===== config.mk =====
export PLATFORM = sky130hd
export DESIGN_NAME = pixel_shift_orbit_generator_unit_flat
export DESIGN_NICKNAME = d
export VERILOG_FILES = /design/src/rtl/psog_pkg.sv /design/src/rtl/psog_tick_if.sv /design/src/rtl/psog_shift_if.sv /design/src/rtl/psog_regs.sv /design/src/rtl/psog_dp.sv /design/src/rtl/psog_ctrl.sv /design/src/rtl/pixel_shift_orbit_generator_unit.sv /design/src/flat_wrapper.sv
export VERILOG_INCLUDE_DIRS = /design/src /design/src/rtl
export SDC_FILE = /design/constraint.sdc
export NUM_CORES = 2
export LEC_CHECK = 0
export BUFFER_PORTS_ARGS = -buffer_cell sky130_fd_sc_hd__buf_2
export CORE_ASPECT_RATIO = 1.2
export CORE_MARGIN = 3
export CORE_UTILIZATION = 45
export CTS_CLUSTER_SIZE = 12
export DETAILED_ROUTE_END_ITERATION = 7
export PLACE_DENSITY_LB_ADDON = 0.12
export SLEW_MARGIN = 20
export SYNTH_ARGS = -nofsm -noshare
export SYNTH_HDL_FRONTEND = slang
export SYNTH_SLANG_ARGS = --single-unit

===== constraint.sdc =====
create_clock -name clk -period 9.5 [get_ports clk]
set_input_delay 0.95 -clock clk [delete_from_list [all_inputs] [get_ports clk]]
set_output_delay 0.95 -clock clk [all_outputs]
set_load 0.05 [all_outputs]

===== src/rtl/pixel_shift_orbit_generator_unit_assert.svh =====
// Assertion macros for the pixel shift orbit generator.
// Used by modules that have clk and arst_n in scope.
`ifndef PIXEL_SHIFT_ORBIT_GENERATOR_UNIT_ASSERT_SVH
`define PIXEL_SHIFT_ORBIT_GENERATOR_UNIT_ASSERT_SVH

// implication in the same cycle
`define PSOG_ASSERT_SAME(lbl, ante, cons, msg) \
	lbl: assert property (@(posedge clk) disable iff (!arst_n) (ante) |-> (cons)) \
		else $error(msg);

// implication in the next cycle
`define PSOG_ASSERT_NEXT(lbl, ante, cons, msg) \
	lbl: assert property (@(posedge clk) disable iff (!arst_n) (ante) |=> (cons)) \
		else $error(msg);

`endif


===== src/rtl/psog_pkg.sv =====
// Package for the pixel shift orbit generator: widths, constants, register map,
// configuration and controller/datapath structs. No dependencies.
`default_nettype none

package psog_pkg;

	localparam int PHASE_FRAC_BITS_DEF = 24;

	localparam int ELAPSED_W     = 20;
	localparam int ELAPSED_CAP_W = 17;
	localparam int ROOM_W        = 16;
	localparam int SHIFT_W       = 13;
	localparam int RANGE_W       = 12;
	localparam int SPEED_W       = 16;
	localparam int NUM_W         = ELAPSED_CAP_W + SPEED_W;
	localparam int DEN_W         = 32;
	localparam int STEP_INT_BITS = 13;
	localparam int GOLD_W        = 32;

	localparam logic [ELAPSED_CAP_W-1:0] ELAPSED_CAP = 17'd100000;
	localparam logic [DEN_W-RANGE_W-1:0] US_PER_S    = 20'd1000000;
	localparam logic [GOLD_W-1:0]        GOLD_Q32    = 32'h9E3779B9;

	localparam int APB_ADDR_W = 4;
	localparam int APB_DATA_W = 32;

	localparam logic [1:0] REG_RANGE  = 2'd0;
	localparam logic [1:0] REG_SPEED  = 2'd1;
	localparam logic [1:0] REG_FLIP_X = 2'd2;
	localparam logic [1:0] REG_FLIP_Y = 2'd3;

	localparam logic [RANGE_W-1:0] RANGE_RST = 12'd128;
	localparam logic [SPEED_W-1:0] SPEED_RST = 16'd16;

	typedef struct packed {
		logic [RANGE_W-1:0] range_q4;
		logic [SPEED_W-1:0] speed_q4;
		logic               flip_x;
		logic               flip_y;
	} cfg_t;

	typedef struct packed {
		logic ready;
		logic load;
		logic div_step;
		logic phase_upd;
		logic wave_ld;
		logic res_ld;
	} cmd_t;

	typedef struct packed {
		logic tick_valid;
		logic move;
		logic out_valid;
		logic out_ready;
	} sts_t;

endpackage

`default_nettype wire


===== src/rtl/psog_tick_if.sv =====
// Input channel: one frame tick item (elapsed time and free room).
// Depends on psog_pkg.
`default_nettype none

interface psog_tick_if import psog_pkg::*; ();
	logic                        valid;
	logic                        ready;
	logic [ELAPSED_W-1:0]        elapsed_us;
	logic signed [ROOM_W-1:0]    room_x_q4;
	logic signed [ROOM_W-1:0]    room_y_q4;

	modport source (output valid, output elapsed_us, output room_x_q4, output room_y_q4,
		input ready);
	modport sink (input valid, input elapsed_us, input room_x_q4, input room_y_q4,
		output ready);
endinterface

`default_nettype wire


===== src/rtl/psog_shift_if.sv =====
// Output channel: one displacement item per tick.
// Depends on psog_pkg.
`default_nettype none

interface psog_shift_if import psog_pkg::*; ();
	logic                      valid;
	logic                      ready;
	logic signed [SHIFT_W-1:0] shift_x_q4;
	logic signed [SHIFT_W-1:0] shift_y_q4;

	modport source (output valid, output shift_x_q4, output shift_y_q4, input ready);
	modport sink (input valid, input shift_x_q4, input shift_y_q4, output ready);
endinterface

`default_nettype wire


===== src/rtl/psog_regs.sv =====
// APB-style configuration registers of the orbit generator.
// Depends on psog_pkg.
`default_nettype none

module psog_regs import psog_pkg::*; (
	input  wire logic                  clk,
	input  wire logic                  arst_n,
	input  wire logic                  psel,
	input  wire logic                  penable,
	input  wire logic                  pwrite,
	input  wire logic [APB_ADDR_W-1:0] paddr,
	input  wire logic [APB_DATA_W-1:0] pwdata,
	output logic      [APB_DATA_W-1:0] prdata,
	output logic                       pready,
	output cfg_t                       cfg
);

	cfg_t       cfg_q;
	logic [1:0] idx;
	logic       wr_en;

	assign idx    = paddr[3:2];
	assign pready = 1'b1;
	assign wr_en  = psel && penable && pwrite;
	assign cfg    = cfg_q;

	always_ff @(posedge clk or negedge arst_n) begin
		if (!arst_n) begin
			cfg_q.range_q4 <= RANGE_RST;
			cfg_q.speed_q4 <= SPEED_RST;
			cfg_q.flip_x   <= 1'b0;
			cfg_q.flip_y   <= 1'b0;
		end else if (wr_en) begin
			unique case (idx)
				REG_RANGE:  cfg_q.range_q4 <= pwdata[RANGE_W-1:0];
				REG_SPEED:  cfg_q.speed_q4 <= pwdata[SPEED_W-1:0];
				REG_FLIP_X: cfg_q.flip_x   <= pwdata[0];
				REG_FLIP_Y: cfg_q.flip_y   <= pwdata[0];
				default: ;
			endcase
		end
	end

	always_comb begin
		unique case (idx)
			REG_RANGE:  prdata = {{(APB_DATA_W-RANGE_W){1'b0}}, cfg_q.range_q4};
			REG_SPEED:  prdata = {{(APB_DATA_W-SPEED_W){1'b0}}, cfg_q.speed_q4};
			REG_FLIP_X: prdata = {{(APB_DATA_W-1){1'b0}}, cfg_q.flip_x};
			REG_FLIP_Y: prdata = {{(APB_DATA_W-1){1'b0}}, cfg_q.flip_y};
			default:    prdata = '0;
		endcase
	end

endmodule

`default_nettype wire


===== src/rtl/psog_dp.sv =====
// Datapath: bit-serial step divider with golden-ratio accumulator, phase
// registers, triangle wave, scaling and output register. Depends on psog_pkg.
`default_nettype none

module psog_dp import psog_pkg::*; #(
	parameter int PHASE_FRAC_BITS = PHASE_FRAC_BITS_DEF
) (
	input  wire logic        clk,
	input  wire logic        arst_n,
	input  wire cfg_t        cfg,
	input  wire cmd_t        cmd,
	output sts_t             sts,
	psog_tick_if.sink        tick,
	psog_shift_if.source     result
);

	localparam int F  = PHASE_FRAC_BITS;
	localparam int QW = F + STEP_INT_BITS;
	localparam int PW = F + 1;
	localparam int AW = F + 1 + GOLD_W;
	localparam logic [PW-1:0] ONE = {1'b1, {F{1'b0}}};

	function automatic logic [PW-1:0] tri_wave(input logic [PW-1:0] ph);
		logic [PW-1:0] span_v;
		span_v = (ph >= ONE) ? (ph - ONE) : (ONE - ph);
		return (span_v >= ONE) ? '0 : (ONE - span_v);
	endfunction

	function automatic logic [RANGE_W-1:0] clamp_lim(input logic [RANGE_W-1:0] rng,
		input logic [ROOM_W-1:0] room);
		logic [ROOM_W-2:0] rc;
		rc = room[ROOM_W-1] ? '0 : room[ROOM_W-2:0];
		return ({{(ROOM_W-1-RANGE_W){1'b0}}, rng} < rc) ? rng : rc[RANGE_W-1:0];
	endfunction

	logic [ELAPSED_CAP_W-1:0] e_cap;
	logic [NUM_W-1:0]         num;
	logic [DEN_W-1:0]         den;

	logic [DEN_W-1:0]   rem_q;
	logic [DEN_W-1:0]   den_q;
	logic [QW-1:0]      divb_q;
	logic [PW-1:0]      quo_q;
	logic [AW-1:0]      acc_q;
	logic [RANGE_W-1:0] lim_x_q, lim_y_q;
	logic [PW-1:0]      ph_h_q, ph_v_q;
	logic [PW-1:0]      wave_x_q, wave_y_q;
	logic               out_valid_q;
	logic [SHIFT_W-1:0] shift_x_q, shift_y_q;

	logic [DEN_W:0]            r2, diff;
	logic                      ge;
	logic [PW+RANGE_W-1:0]     prod_x, prod_y;
	logic [SHIFT_W-1:0]        mag_x, mag_y;

	assign e_cap = (tick.elapsed_us > {{(ELAPSED_W-ELAPSED_CAP_W){1'b0}}, ELAPSED_CAP}) ?
		ELAPSED_CAP : tick.elapsed_us[ELAPSED_CAP_W-1:0];
	assign num = NUM_W'(e_cap) * NUM_W'(cfg.speed_q4);
	assign den = DEN_W'(cfg.range_q4) * DEN_W'(US_PER_S);

	assign r2   = {rem_q, divb_q[QW-1]};
	assign diff = r2 - {1'b0, den_q};
	assign ge   = (r2 >= {1'b0, den_q});

	assign prod_x = {{RANGE_W{1'b0}}, wave_x_q} * {{PW{1'b0}}, lim_x_q};
	assign prod_y = {{RANGE_W{1'b0}}, wave_y_q} * {{PW{1'b0}}, lim_y_q};
	assign mag_x  = {1'b0, prod_x[F+RANGE_W-1:F]};
	assign mag_y  = {1'b0, prod_y[F+RANGE_W-1:F]};

	assign tick.ready = cmd.ready;
	assign sts.tick_valid = tick.valid;
	assign sts.move       = (cfg.range_q4 != '0) && (tick.elapsed_us != '0);
	assign sts.out_valid  = out_valid_q;
	assign sts.out_ready  = result.ready;

	assign result.valid      = out_valid_q;
	assign result.shift_x_q4 = shift_x_q;
	assign result.shift_y_q4 = shift_y_q;

	// divider and scaling payload
	always_ff @(posedge clk) begin
		if (cmd.load) begin
			// quotient is below 2^13, so the top dividend bits already sit below den
			rem_q   <= {{(DEN_W-NUM_W+STEP_INT_BITS){1'b0}}, num[NUM_W-1:STEP_INT_BITS]};
			divb_q  <= {num[STEP_INT_BITS-1:0], {F{1'b0}}};
			den_q   <= den;
			quo_q   <= '0;
			acc_q   <= '0;
			lim_x_q <= clamp_lim(cfg.range_q4, tick.room_x_q4);
			lim_y_q <= clamp_lim(cfg.range_q4, tick.room_y_q4);
		end else if (cmd.div_step) begin
			rem_q  <= ge ? diff[DEN_W-1:0] : r2[DEN_W-1:0];
			divb_q <= {divb_q[QW-2:0], 1'b0};
			quo_q  <= {quo_q[PW-2:0], ge};
			// step * G, MSB first, kept modulo 2^AW
			acc_q  <= {acc_q[AW-2:0], 1'b0} + (ge ? AW'(GOLD_Q32) : '0);
		end
		if (cmd.wave_ld) begin
			wave_x_q <= tri_wave(ph_h_q);
			wave_y_q <= tri_wave(ph_v_q);
		end
		if (cmd.res_ld) begin
			shift_x_q <= cfg.flip_x ? -mag_x : mag_x;
			shift_y_q <= cfg.flip_y ? -mag_y : mag_y;
		end
	end

	always_ff @(posedge clk or negedge arst_n) begin
		if (!arst_n) begin
			ph_h_q      <= '0;
			ph_v_q      <= '0;
			out_valid_q <= 1'b0;
		end else begin
			if (cmd.phase_upd) begin
				ph_h_q <= ph_h_q + quo_q;
				ph_v_q <= ph_v_q + acc_q[AW-1:GOLD_W];
			end
			if (cmd.res_ld) begin
				out_valid_q <= 1'b1;
			end else if (result.ready) begin
				out_valid_q <= 1'b0;
			end
		end
	end

endmodule

`default_nettype wire


===== src/rtl/psog_ctrl.sv =====
// Controller: sequences load, serial division, phase update, wave and result.
// Depends on psog_pkg and the assertion macro header.
`default_nettype none
`include "pixel_shift_orbit_generator_unit_assert.svh"

module psog_ctrl import psog_pkg::*; #(
	parameter int PHASE_FRAC_BITS = PHASE_FRAC_BITS_DEF
) (
	input  wire logic clk,
	input  wire logic arst_n,
	input  wire sts_t sts,
	output cmd_t      cmd
);

	localparam int QW    = PHASE_FRAC_BITS + STEP_INT_BITS;
	localparam int CNT_W = $clog2(QW);
	localparam logic [CNT_W-1:0] LAST = CNT_W'(QW - 1);

	typedef enum logic [2:0] {
		S_IDLE,
		S_DIV,
		S_UPD,
		S_WAVE,
		S_MUL
	} state_t;

	state_t           state_q;
	logic [CNT_W-1:0] cnt_q;
	logic             out_busy;

	assign out_busy = sts.out_valid && !sts.out_ready;

	always_comb begin
		cmd.ready     = (state_q == S_IDLE);
		cmd.load      = (state_q == S_IDLE) && sts.tick_valid;
		cmd.div_step  = (state_q == S_DIV);
		cmd.phase_upd = (state_q == S_UPD);
		cmd.wave_ld   = (state_q == S_WAVE);
		cmd.res_ld    = (state_q == S_MUL) && !out_busy;
	end

	always_ff @(posedge clk or negedge arst_n) begin
		if (!arst_n) begin
			state_q <= S_IDLE;
			cnt_q   <= '0;
		end else begin
			unique case (state_q)
				S_IDLE: begin
					cnt_q <= '0;
					if (sts.tick_valid) begin
						state_q <= sts.move ? S_DIV : S_WAVE;
					end
				end
				S_DIV: begin
					cnt_q <= cnt_q + 1'b1;
					if (cnt_q == LAST) begin
						state_q <= S_UPD;
					end
				end
				S_UPD: state_q <= S_WAVE;
				S_WAVE: state_q <= S_MUL;
				S_MUL: begin
					if (!out_busy) begin
						state_q <= S_IDLE;
					end
				end
				default: state_q <= S_IDLE;
			endcase
		end
	end

	`PSOG_ASSERT_SAME(a_div_cnt_bound, state_q == S_DIV, cnt_q <= LAST,
		"divider count past last quotient bit")
	`PSOG_ASSERT_NEXT(a_div_to_upd, (state_q == S_DIV) && (cnt_q == LAST), state_q == S_UPD,
		"divider did not hand over to phase update")
	`PSOG_ASSERT_NEXT(a_res_fills_out, cmd.res_ld, sts.out_valid,
		"result load left output register empty")
	`PSOG_ASSERT_NEXT(a_stall_holds, (state_q == S_MUL) && out_busy, state_q == S_MUL,
		"result dropped while output stalled")

endmodule

`default_nettype wire


===== src/rtl/pixel_shift_orbit_generator_unit.sv =====
// Pixel shift orbit generator (burn-in protection), top level.
// Depends on psog_pkg, psog_tick_if, psog_shift_if, psog_regs, psog_ctrl, psog_dp.
//
// Usage:
//   tick   : one item per display frame (elapsed_us, room_x_q4, room_y_q4),
//            accepted when valid and ready are both high.
//   result : one item per tick (shift_x_q4, shift_y_q4, Q9.4 two's complement).
//   APB    : range_q4 at 0x0, speed_q4 at 0x4, flip_x at 0x8, flip_y at 0xC;
//            write only while no tick is in flight.
// Timing: a tick that moves the phases runs a one-bit-per-cycle divider,
//   then the phase update, wave and scaling steps. The result is loaded into
//   the output register, and the next tick is taken only after that load.
//   A tick with zero range or zero elapsed time skips the divider and the
//   phase update. The divider sets the rate.
// Reset: phases clear to zero, registers return to their reset values, the
//   output register is empty.
// Stall: a held result stays in the output register; the next tick is still
//   accepted and computed, then waits until the register is freed.
`default_nettype none

module pixel_shift_orbit_generator_unit import psog_pkg::*; #(
	parameter int PHASE_FRAC_BITS = PHASE_FRAC_BITS_DEF
) (
	input  wire logic                  clk,
	input  wire logic                  arst_n,
	input  wire logic                  psel,
	input  wire logic                  penable,
	input  wire logic                  pwrite,
	input  wire logic [APB_ADDR_W-1:0] paddr,
	input  wire logic [APB_DATA_W-1:0] pwdata,
	output logic      [APB_DATA_W-1:0] prdata,
	output logic                       pready,
	psog_tick_if.sink                  tick,
	psog_shift_if.source               result
);

	cfg_t cfg;
	cmd_t cmd;
	sts_t sts;

	psog_regs u_regs (
		.clk     (clk),
		.arst_n  (arst_n),
		.psel    (psel),
		.penable (penable),
		.pwrite  (pwrite),
		.paddr   (paddr),
		.pwdata  (pwdata),
		.prdata  (prdata),
		.pready  (pready),
		.cfg     (cfg)
	);

	psog_ctrl #(
		.PHASE_FRAC_BITS (PHASE_FRAC_BITS)
	) u_ctrl (
		.clk    (clk),
		.arst_n (arst_n),
		.sts    (sts),
		.cmd    (cmd)
	);

	psog_dp #(
		.PHASE_FRAC_BITS (PHASE_FRAC_BITS)
	) u_dp (
		.clk    (clk),
		.arst_n (arst_n),
		.cfg    (cfg),
		.cmd    (cmd),
		.sts    (sts),
		.tick   (tick),
		.result (result)
	);

endmodule

`default_nettype wire

===== src/flat_wrapper.sv =====
// flat-port wrapper written by rule: the top's interface ports become plain ports
module pixel_shift_orbit_generator_unit_flat import psog_pkg::*;
#(
	parameter int PHASE_FRAC_BITS = PHASE_FRAC_BITS_DEF
)
  (clk, arst_n, psel, penable, pwrite, paddr, pwdata, prdata, pready, tick_valid, tick_elapsed_us, tick_room_x_q4, tick_room_y_q4, tick_ready, result_valid, result_shift_x_q4, result_shift_y_q4, result_ready);
  psog_tick_if tick_i ();
  psog_shift_if result_i ();
  input  wire logic clk;
  input  wire logic arst_n;
  input  wire logic psel;
  input  wire logic penable;
  input  wire logic pwrite;
  input  wire logic [APB_ADDR_W-1:0] paddr;
  input  wire logic [APB_DATA_W-1:0] pwdata;
  output logic      [APB_DATA_W-1:0] prdata;
  output logic pready;
  input wire logic [$bits(tick_i.valid)-1:0] tick_valid;
  input wire logic [$bits(tick_i.elapsed_us)-1:0] tick_elapsed_us;
  input wire logic [$bits(tick_i.room_x_q4)-1:0] tick_room_x_q4;
  input wire logic [$bits(tick_i.room_y_q4)-1:0] tick_room_y_q4;
  output wire logic [$bits(tick_i.ready)-1:0] tick_ready;
  output wire logic [$bits(result_i.valid)-1:0] result_valid;
  output wire logic [$bits(result_i.shift_x_q4)-1:0] result_shift_x_q4;
  output wire logic [$bits(result_i.shift_y_q4)-1:0] result_shift_y_q4;
  input wire logic [$bits(result_i.ready)-1:0] result_ready;
  assign tick_i.valid = tick_valid;
  assign tick_i.elapsed_us = tick_elapsed_us;
  assign tick_i.room_x_q4 = tick_room_x_q4;
  assign tick_i.room_y_q4 = tick_room_y_q4;
  assign tick_ready = tick_i.ready;
  assign result_valid = result_i.valid;
  assign result_shift_x_q4 = result_i.shift_x_q4;
  assign result_shift_y_q4 = result_i.shift_y_q4;
  assign result_i.ready = result_ready;
  pixel_shift_orbit_generator_unit #(.PHASE_FRAC_BITS(PHASE_FRAC_BITS)) u_core (.clk(clk), .arst_n(arst_n), .psel(psel), .penable(penable), .pwrite(pwrite), .paddr(paddr), .pwdata(pwdata), .prdata(prdata), .pready(pready), .tick(tick_i), .result(result_i));
endmodule

==> insert_results.sql <==
INSERT INTO impl_metrics (metric_group, metric, value, unit) VALUES
('sta', 'period_needed', '8.81', 'ns'),
('synthesis', 'yosysUniqueCellTypes', '99', ''),
('critical_path', 'setup.worst_path.class', 'input port to flip-flop', ''),
('synthesis', 'synth_compound_area_frac', '0.0911', ''),
('drt', 'router_iterations_before_antenna_repair', '5', ''),
('layout', 'final_common_cell', 'nand2_1', ''),
('placed_design', 'hpwlAfterDp', '98500', 'µm'),
('clocking', 'maximum_number_of_buffers_from_clock_root_to_sink', '3', ''),
('drt', 'drt-wirelength-per-cell', '17.9', 'µm'),
('synthesis', 'synth-adder-area-share', '0.399', ''),
('floorplanning', 'die_height', '369', 'µm'),
('critical_path', 'worst_ep_required_time', '9.80', 'ns'),
('floorplanning', 'placement_rows', '132', ''),
('clocking', 'tritoncts_num_sinks', '340', ''),
('synthesis', 'proportion_of_synthesized_area_in_mux_cells', '0.0214', ''),
('sta', 'clock_skew', '0.0214', 'ns'),
('placed_design', 'io_buffer_count', '120', ''),
('synthesis', 'synth_warnings', '0', ''),
('synthesis', 'synth_enable_flop_cells', '159', ''),
('floorplanning', 'floorplan.initialDensity', '0.455', ''),
('drt', 'dr_total_vias', '36800', ''),
('placed_design', 'gp_congestion', '0.858', ''),
('synthesis', 'synth_top_cell_by_area', 'fa_1', ''),
('drt', 'vias_per_cell', '5.32', ''),
('synthesis', 'synth.cell_area', '49300', 'µm²'),
('clocking', 'depth_of_the_cts_h_tree', '2', ''),
('layout', 'final_cell_mix', 'nand2_1 (847), inv_1 (818), fa_1 (703)', ''),
('drt', 'first_iter_violations', '2006', ''),
('floorplanning', 'ioPinCount', '156', ''),
('status', 'run_status', 'complete, no violations', ''),
('clocking', 'post_cts_buffers', '0', ''),
('global_routing', 'pin_count_of_the_biggest_net_entering_global_routing', '94', ''),
('clocking', 'cts_tree', 'yes', ''),
('sta', 'worst_slew_pin_slew', '1.08', 'ns'),
('sta', 'timing.final.max_slew_violations', '0', ''),
('synthesis', 'synth_xor_xnor_area_share', '0.0511', ''),
('global_routing', 'global_route_wire_length_before_repair', '204000', 'µm'),
('global_routing', 'grt_use_total', '0.223', ''),
('floorplanning', 'die_width', '308', 'µm'),
('job', 'timing.max_cap.violations', '0', ''),
('clocking', 'clock_insertion_delay_worst_skew', '0.58', 'ns'),
('sta', 'rsz0062_at_grt', 'no', ''),
('critical_path', 'critical_path.endpoint_type', 'flip-flop', ''),
('clocking', 'clkTransAtPathRegs', '0.06', 'ns'),
('drt', 'drcViolationCount', '0', ''),
('floorplanning', 'placeableCoreArea', '108000', 'µm²'),
('global_routing', 'grt_antenna_before_repair', '7', ''),
('clocking', 'cts-root-buf', 'clkbuf_16', ''),
('synthesis', 'synth-async-reset-ratio', '0.265', ''),
('min_path', 'worst_hold_path_type', 'input port to asynchronous set/reset pin', ''),
('synthesis', 'post_synth_inst_count', '5493', ''),
('critical_path', 'cp_common_cell', 'inv_1', ''),
('critical_path', 'r2r.worst_path.cells', '24', ''),
('synthesis', 'dominantRegCellSynth', 'edfxtp_1', ''),
('synthesis', 'synthesis.area_per_instance', '8.98', 'µm²'),
('critical_path', 'critical_path.startpoint_type', 'input port', ''),
('drt', 'wl', '124000', 'µm'),
('layout', 'synthToLayoutAreaGrowth', '6.95', '%'),
('critical_path', 'cpMaxStageDelayCell', 'fa_1', ''),
('layout', 'final_net_count', '6718', ''),
('sta', 'tns', '0', 'ns'),
('critical_path', 'critical_path_arrival', '9.11', 'ns'),
('floorplanning', 'fp.dieArea', '114000', 'µm²'),
('drt', 'drtAntennaViolNets', '0', ''),
('synthesis', 'synth_largest_type_area_fraction', '0.285', ''),
('global_routing', 'grt_residual_overflow', '0', ''),
('synthesis', 'synth_simple_gate_area_share', '0.172', ''),
('layout', 'drive_above_1_share', '0.0643', ''),
('sta', 'layout_worst_path_cycle_share', '0.927', ''),
('sta', 'fmax', '0.114', 'GHz'),
('synthesis', 'ys_ff_latch', '340', ''),
('synthesis', 'synth_top_family_by_area', 'adder cells', ''),
('sta', 'timing.final.setup_violations', '0', ''),
('sta', 'max_slew_margin', '0.283', ''),
('clocking', 'tritoncts.num_buffers', '42', ''),
('synthesis', 'synth.yosys.seq_area_share', '0.179', ''),
('sta', 'count_of_endpoints_failing_hold_in_the_final_timing_report', '0', ''),
('clocking', 'cts_resized', '0', ''),
('global_routing', 'grt_pass1_vias', '38000', ''),
('critical_path', 'cp_max_fo', '14', ''),
('synthesis', 'yosys-top-cells-area', 'fa_1 (29%), ha_1 (11%), edfxtp_1 (9.7%), nand2_1 (6.5%), inv_1 (6.2%)', ''),
('critical_path', 'max_stage_delay', '0.53', 'ns'),
('clocking', 'cts_hold_bufs', '0', '');
==> kinds of logic after synthesis <==
family                   after synthesis
adder cells (fa/ha/maj)             1152
AO/OA/AOI/OAI                        730
buffers and inverters               1104
multiplexers                         100
XOR/XNOR                             288
flip-flops                           340
other                                  2
AND/OR/NAND/NOR                     1777
==> cell usage after synthesis (19+ instances only) <==
cell type	number
nor3_1	77
nor2b_1	31
nand3_1	96
ha_1	449
xor2_1	95
edfxtp_1	159
fa_1	703
or3_1	26
mux2i_1	69
xnor2_1	193
nor2_1	190
and2_1	234
dfrtp_1	88
clkbuf_1	244
and3_1	110
a21oi_1	176
mux2_2	29
o21ai_0	260
o21bai_1	21
nand2b_1	52
a21o_1	74
inv_1	819
dfxtp_1	91
nor4_1	19
o21a_1	25
a31oi_1	27
nand2_1	849
==> critical path, delay by kind of cell <==
kind | cells | cell delay (ns)
AO/OA/AOI/OAI | 11 | 2.98
adder cells (fa/ha/maj) | 7 | 2.85
AND/OR/NAND/NOR | 5 | 1.51
buffers and inverters | 8 | 0.57
XOR/XNOR | 1 | 0.15
multiplexers | 1 | 0.06
==> metrics by stage <==
step / setup slack (ns) / instances / hold WS [ns] / area, µm² / util
6_report: 0.691 / 6913 / 0.289 / 52800 / 0.487
5_1_grt: 0.219 / 6912 / 0.298 / 52700 / 0.487
4_1_cts: 0.733 / 6911 / 0.275 / 52700 / 0.487
3_5_place_dp: 0.158 / 6833 / 0.455 / 51300 / 0.473
3_3_place_gp: 0.122 / 6833 / 0.446 / 51300 / 0.473
2_1_floorplan: 0.612 / 5508 / 0.432 / 49400 / -
==> layer usage <==
metal	part of all wire	vias up	global-route usage	routed length, µm
met1	0.44	18300	0.302	55000
met5	0	-	0	0
met4	0.023	0	0.0533	2870
met2	0.49	724	0.383	60500
li1	-	17600	-	-
met3	0.045	150	0.0259	5620
==> path summary, 6_finish.rpt <==
path	from	to	slack (ns)
worst max-delay path	tick_elapsed_us[3]	u_core.u_dp.rem_q[17]	0.69
worst min-delay path	arst_n	u_core.u_ctrl.cnt_q[2]	0.29
worst max register to register	u_core.u_dp.lim_x_q[3]	u_core.u_dp.result.shift_x_q4[6]	1.77
worst min register to register	u_core.u_dp.acc_q[4]	u_core.u_dp.acc_q[4]	0.47
max in group asynchronous	arst_n	u_core.u_regs.cfg[10]	7.98
min in group clk	u_core.u_dp.acc_q[4]	u_core.u_dp.acc_q[4]	0.47
==> area by class of cell <==
cell class	count	area, µm²
clock inverter	11	131
fill	10500	55600
timing repair buffer	203	1240
sequential	340	8850
clock buffer	67	1330
tap	1407	1760
multi-input combinational	4064	36400
inverter	820	3080
antenna	1	2.50
==> sequential cells by signal, summed over array words and instances (netlist names), 12 cells and up <==
signal and count:
u_core.u_dp.acc_q 54, u_core.u_dp.den_q 26, u_core.u_dp.divb_q 13, u_core.u_dp.lim_x_q 12
u_core.u_dp.lim_y_q 12, u_core.u_dp.ph_h_q 25, u_core.u_dp.ph_v_q 25, u_core.u_dp.quo_q 25
u_core.u_dp.rem_q 32, u_core.u_dp.result.shift_x_q4 13, u_core.u_dp.result.shift_y_q4 13, u_core.u_dp.wave_x_q 25
u_core.u_dp.wave_y_q 25, u_core.u_regs.cfg 30
Power is not shown: default switching activity piles up to over one toggle a cycle in this logic, so the estimate is an artifact.
